`config.mk`:
```
export PLATFORM = sky130hd
export DESIGN_NAME = fcca_ctrl
export DESIGN_NICKNAME = d
export VERILOG_FILES = /design/src/design/fcca_pkg.sv /design/src/design/fcca_ctrl.sv
export SDC_FILE = /design/constraint.sdc
export NUM_CORES = 1
export LEC_CHECK = 0
export ABC_AREA = 1
export BUFFER_PORTS_ARGS = -buffer_cell sky130_fd_sc_hd__buf_2
export CORE_AREA = 2 2 39 41
export DETAILED_ROUTE_END_ITERATION = 7
export DIE_AREA = 0 0 41 43
export HOLD_SLACK_MARGIN = 0.12
export PLACE_DENSITY_LB_ADDON = 0.15
export SYNTH_ARGS = -nofsm -noshare
export SYNTH_HDL_FRONTEND = slang
export SYNTH_SLANG_ARGS = --single-unit
```
`constraint.sdc`:
```
create_clock -name clk -period 3.7 [get_ports clk]
set_input_delay 0.74 -clock clk [delete_from_list [all_inputs] [get_ports clk]]
set_output_delay 0.74 -clock clk [all_outputs]
set_load 0.03 [all_outputs]
```
`src/design/fcca_pkg.sv`:
```
// ----------------------------------------------------------------------------
// fcca_pkg
// shared types, codes and constants of the fat12 cluster chain allocator
// ----------------------------------------------------------------------------
package fcca_pkg;

	localparam int OP_W              = 3;
	localparam int ENTRY_W           = 12;
	localparam int TABLE_ENTRIES_DEF = 4096;

	localparam logic [ENTRY_W-1:0] END_OF_CHAIN       = 12'hFFF;
	localparam logic [ENTRY_W-1:0] FIRST_DATA_CLUSTER = 12'd2;
	localparam logic [ENTRY_W-1:0] HIGHEST_RESET      = 12'd2848;

	// operation codes of the request channel
	typedef enum logic [OP_W-1:0] {
		OP_LOAD  = 3'd0,
		OP_READ  = 3'd1,
		OP_BEGIN = 3'd2,
		OP_ALLOC = 3'd3,
		OP_COUNT = 3'd4
	} op_t;

	typedef enum logic [3:0] {
		ST_CLEAR,
		ST_IDLE,
		ST_LOAD,
		ST_READ,
		ST_READ_WAIT,
		ST_ALLOC_SCAN,
		ST_COUNT_SCAN,
		ST_LINK,
		ST_MARK,
		ST_DONE
	} state_t;

	// table write port source
	typedef enum logic [2:0] {
		WR_NONE,
		WR_CLEAR,
		WR_LOAD,
		WR_LINK,
		WR_MARK
	} wr_sel_t;

	// result register source
	typedef enum logic [2:0] {
		RES_ZERO,
		RES_READ,
		RES_CLUS,
		RES_COUNT,
		RES_FULL
	} res_sel_t;

	typedef struct packed {
		logic     capture;
		logic     tail_clr;
		logic     tail_set;
		logic     scan_en;
		logic     rd_scan;
		wr_sel_t  wr_sel;
		logic     res_load;
		res_sel_t res_sel;
		logic     out_load;
	} dp_cmd_t;

	typedef struct packed {
		logic clear_last;
		logic scan_hit;
		logic scan_done;
	} dp_sts_t;

endpackage

```
`src/design/fcca_ctrl.sv`:
```
// ----------------------------------------------------------------------------
// fcca_ctrl
// controller: sequences clear pass, table access, scans and result hand-off
// ----------------------------------------------------------------------------
module fcca_ctrl (
	input  logic                       clk,
	input  logic                       arst_n,
	input  logic                       req_valid,
	output logic                       req_ready,
	input  logic [fcca_pkg::OP_W-1:0]  req_operation,
	output logic                       rsp_valid,
	input  logic                       rsp_ready,
	output fcca_pkg::dp_cmd_t          cmd,
	input  fcca_pkg::dp_sts_t          sts
);

	fcca_pkg::state_t state_q;
	fcca_pkg::state_t state_d;
	logic             out_valid_q;
	logic             accept;

	assign accept    = req_valid && req_ready;
	assign rsp_valid = out_valid_q;

	always_ff @(posedge clk or negedge arst_n) begin
		if (!arst_n) begin
			state_q     <= fcca_pkg::ST_CLEAR;
			out_valid_q <= 1'b0;
		end else begin
			state_q <= state_d;
			if (cmd.out_load) begin
				out_valid_q <= 1'b1;
			end else if (rsp_ready) begin
				out_valid_q <= 1'b0;
			end
		end
	end

	always_comb begin
		state_d      = state_q;
		req_ready    = 1'b0;
		cmd          = '0;
		cmd.wr_sel   = fcca_pkg::WR_NONE;
		cmd.res_sel  = fcca_pkg::RES_ZERO;
		unique case (state_q)
			fcca_pkg::ST_CLEAR: begin
				cmd.wr_sel = fcca_pkg::WR_CLEAR;
				if (sts.clear_last) begin
					state_d = fcca_pkg::ST_IDLE;
				end
			end
			fcca_pkg::ST_IDLE: begin
				req_ready = 1'b1;
				if (req_valid) begin
					cmd.capture = 1'b1;
					unique case (fcca_pkg::op_t'(req_operation))
						fcca_pkg::OP_LOAD:  state_d = fcca_pkg::ST_LOAD;
						fcca_pkg::OP_READ:  state_d = fcca_pkg::ST_READ;
						fcca_pkg::OP_ALLOC: state_d = fcca_pkg::ST_ALLOC_SCAN;
						fcca_pkg::OP_COUNT: state_d = fcca_pkg::ST_COUNT_SCAN;
						fcca_pkg::OP_BEGIN: begin
							cmd.tail_clr = 1'b1;
							cmd.res_load = 1'b1;
							state_d      = fcca_pkg::ST_DONE;
						end
						default: begin
							cmd.res_load = 1'b1;
							state_d      = fcca_pkg::ST_DONE;
						end
					endcase
				end
			end
			fcca_pkg::ST_LOAD: begin
				cmd.wr_sel   = fcca_pkg::WR_LOAD;
				cmd.res_load = 1'b1;
				state_d      = fcca_pkg::ST_DONE;
			end
			fcca_pkg::ST_READ: begin
				state_d = fcca_pkg::ST_READ_WAIT;
			end
			fcca_pkg::ST_READ_WAIT: begin
				cmd.res_load = 1'b1;
				cmd.res_sel  = fcca_pkg::RES_READ;
				state_d      = fcca_pkg::ST_DONE;
			end
			fcca_pkg::ST_ALLOC_SCAN: begin
				cmd.scan_en = 1'b1;
				cmd.rd_scan = 1'b1;
				if (sts.scan_hit) begin
					state_d = fcca_pkg::ST_LINK;
				end else if (sts.scan_done) begin
					cmd.res_load = 1'b1;
					cmd.res_sel  = fcca_pkg::RES_FULL;
					state_d      = fcca_pkg::ST_DONE;
				end
			end
			fcca_pkg::ST_COUNT_SCAN: begin
				cmd.scan_en = 1'b1;
				cmd.rd_scan = 1'b1;
				if (sts.scan_done) begin
					cmd.res_load = 1'b1;
					cmd.res_sel  = fcca_pkg::RES_COUNT;
					state_d      = fcca_pkg::ST_DONE;
				end
			end
			fcca_pkg::ST_LINK: begin
				cmd.wr_sel = fcca_pkg::WR_LINK;
				state_d    = fcca_pkg::ST_MARK;
			end
			fcca_pkg::ST_MARK: begin
				// end mark after the link so a reused tail ends as end-of-chain
				cmd.wr_sel   = fcca_pkg::WR_MARK;
				cmd.tail_set = 1'b1;
				cmd.res_load = 1'b1;
				cmd.res_sel  = fcca_pkg::RES_CLUS;
				state_d      = fcca_pkg::ST_DONE;
			end
			fcca_pkg::ST_DONE: begin
				if (!out_valid_q || rsp_ready) begin
					cmd.out_load = 1'b1;
					state_d      = fcca_pkg::ST_IDLE;
				end
			end
			default: begin
				state_d = fcca_pkg::ST_IDLE;
			end
		endcase
	end

	// one item in flight at a time
	a_one_in_flight: assert property (@(posedge clk) disable iff (!arst_n)
		accept |=> !req_ready)
		else $error("request accepted while an item is still in flight");

	// a waiting result is never overwritten
	a_no_overwrite: assert property (@(posedge clk) disable iff (!arst_n)
		cmd.out_load |-> (!out_valid_q || rsp_ready))
		else $error("result register overwritten before it was taken");

	// end mark always follows the link write
	a_link_before_mark: assert property (@(posedge clk) disable iff (!arst_n)
		cmd.wr_sel == fcca_pkg::WR_MARK |-> $past(cmd.wr_sel) == fcca_pkg::WR_LINK)
		else $error("end-of-chain mark not preceded by link write");

	// no item is taken before the clearing pass is over
	a_no_accept_in_clear: assert property (@(posedge clk) disable iff (!arst_n)
		cmd.wr_sel == fcca_pkg::WR_CLEAR |=> !sts.scan_hit && !$past(accept))
		else $error("request taken during table clearing pass");

endmodule

```
==> flow_summary.json <==
{
  "avgSynthCellArea_um2": 5.75,
  "grt-ovfl-total": 0,
  "hold_violations": 0,
  "seq_area_um2": 125,
  "synth_top_family_by_area": "simple AND/OR/NAND/NOR gates",
  "fin_crit_sh_pct": 65.4,
  "dpl_cell_area_um2": 684,
  "synth.net_count": 106,
  "first_global_vias": 505,
  "syn_area_um2": 552,
  "fill_cells": 153,
  "die_area_um2": 1760,
  "critPathMaxFanout": 3,
  "yosysMostFrequentCell": "inv_1",
  "ir_worst_vdd_v": 0.000426,
  "synth.area.top_cells": "dfrtp_1 23%, inv_1 16%, nand2_1 15%",
  "critPathKind": "in -> out",
  "yosysSeqAreaShare_pct": 22.7,
  "post_cts_buffers": 0,
  "swShare_pct": 59.2,
  "place_congestion": 0.788,
  "setup_tns_ps": 0,
  "dpl.cell_count": 135,
  "cts_buffers": 3,
  "maxSlewViolCount": 0,
  "worst_slew_margin_rel_pct": 83.6,
  "wl_per_cell_um": 8.80,
  "initial_utilization_pct": 39.9,
  "fmax_mhz": 413,
  "synth_cells": 96,
  "fp.dieH_um": 43,
  "clkTransAtPathRegs_ps": 40,
  "row_count": 14,
  "antennaDiodeCount": 0,
  "antenna_found_initial": 0,
  "dr.pass1.iters": 6,
  "synth_common_cells": "24 x inv_1, 22 x nand2_1, 12 x nor2_1",
  "finalClockSkew_ps": 3.52,
  "yosys.area_share.simple_pct": 49.4,
  "p_per_area_nw_per_um2": 884,
  "htreeDepth": 1,
  "worst_ep_required_time_ps": 2960,
  "slowest_delay_ps": 280,
  "multi_input_area_um2": 324,
  "synth_mux_area_share_pct": 0,
  "ioPinCount": 25,
  "post-place-ws_ps": 1300,
  "ys_ff_latch": 5,
  "critPathArrivalTime_ps": 1680,
  "synth_top_flop_cell": "dfrtp_1",
  "hold_buffers": 0,
  "layout.cells.non_filler": 139,
  "utilization_pct": 51.4,
  "dieWidth_um": 41,
  "design_area_um2": 711,
  "clkLatencyLatePin_ps": 240,
  "synth-edff-count": 0,
  "cts_buffer_depth": 2,
  "setup_viol": 0,
  "critPathLaunchType": "input port",
  "status": "finished, final reports clean",
  "crit_chain": "buf_2 > inv_1 > or2_2 > o21ai_1 > inv_1 > o211ai_1 > buf_2",
  "clock-sinks": 5,
  "rsz0062_at_grt": "no",
  "route.final.wire_length_um": 1220,
  "combPwrFrac_pct": 73.5,
  "crit_path_end_kind": "primary output",
  "p_int_mw": 0.256,
  "fin_nets": 134,
  "port_buffers": 24,
  "grt_pass1_wl_um": 1970,
  "timing.hold.ws_ps": 299,
  "cts_resized": 0,
  "synth_top_area_share_pct": 22.7,
  "hold_class": "in -> async",
  "p_total_mw": 0.628,
  "clock-root-buffer": "clkbuf_4",
  "synthXorXnorAreaFrac_pct": 0,
  "vias_per_cell": 4.63,
  "dr.first_iter.drc_count": 14,
  "yosysTopAreaCell": "dfrtp_1",
  "ant_nets": 0,
  "power_switching_mw": 0.372,
  "crit_buf_inv": 4,
  "cts_tree": "done",
  "drive_gt1_share_pct": 34.1,
  "grt.total_usage_pct": 16.3,
  "async_flop_share_pct": 100,
  "power_frac_clock_pct": 9.8,
  "crit_slowest_cell": "or2_2",
  "power.share.sequential_pct": 16.6,
  "ys_warn_count": 0,
  "p_leak_nw": 0.469,
  "synthAdderAreaFrac_pct": 0,
  "synth-compound-area-share_pct": 9.30,
  "area_growth_pct": 28.8,
  "worst_pin_slew_ps": 244,
  "post-route-drc-count": 0,
  "setup_slack_ps": 1280,
  "synth_cell_types": 19,
  "grt_max_degree": 7,
  "cpLargestDelayFamily": "buffers and inverters",
  "drv_cap": 0,
  "fp.coreArea_um2": 1380,
  "period_minus_slack_ps": 2420,
  "num_vias": 644,
  "dp_hpwl_um": 1050
}
[layout by cell type (no fill, tap or decap), types with 2 or more instances in the layout]
cell / synthesis / routed
nand2_1: 22 / 22
nand3_2: 2 / 2
inv_1: 24 / 24
nand2_2: 3 / 3
nor2_2: 5 / 5
nor2_1: 12 / 12
a21oi_1: 4 / 4
buf_2: 0 / 24
or2_2: 2 / 2
nand3_1: 7 / 7
dfrtp_1: 5 / 5
clkbuf_4: 0 / 3
nor2_4: 2 / 2
[layout make-up]
type / count / share of cell area, %
Clock buffer: 4 / 3.70
Inverter: 25 / 13.4
Multi-Input combinational cell: 65 / 45.6
Sequential cell: 5 / 17.6
Tap cell: 16 / 2.82
Timing Repair Buffer: 24 / 16.9
[worst register-to-register path: stages, from the launching register on]
cell,delay (ps)
dfrtp_1,420
nor2_2,250
nand2_2,140
nor2_2,90
inv_1,40
nand2_1,80
nor2_2,50
inv_1,70
nor2_1,50
[logic make-up after synthesis]
group	Yosys count
AOI/OAI and AO/OA	9
DFF	5
buffers and inverters	26
and+or+nand+nor	56
[registers in the layout (all words and copies together) (netlist names)]
name       flops
state_q        4
rsp_valid      1
[layer usage]
metal	GRT usage [%]	vias to the layer above	wire [um]
met1	22.6	267	543
met2	23.4	32	575
met3	3.14	2	96
met5	0	-	0
li1	-	343	-
met4	8.00	0	8
[power groups by stage]
stage | clock (mW) | combinational, mW | sequential, mW
final | 0.0618 | 0.462 | 0.104
after global routing | 0.0662 | 0.515 | 0.108
after CTS | 0.0622 | 0.467 | 0.105
after detailed placement | 0 | 0.465 | 0.105
after global placement | 0 | 0.466 | 0.105
after floorplan | 0 | 0.352 | 0.113
[final timing paths]
check	end	slack, ps	cells past startpoint	start
max reg2reg	state_q[1]	2420	8	state_q[2]
min reg2reg	rsp_valid	610	3	rsp_valid
min	state_q[2]	300	1	arst_n
min in group clk	rsp_valid	610	3	rsp_valid
max in group asynchronous	state_q[3]	3270	1	arst_n
max	cmd[4]	1280	7	sts[0]
Power figures use the tool's default switching activity.
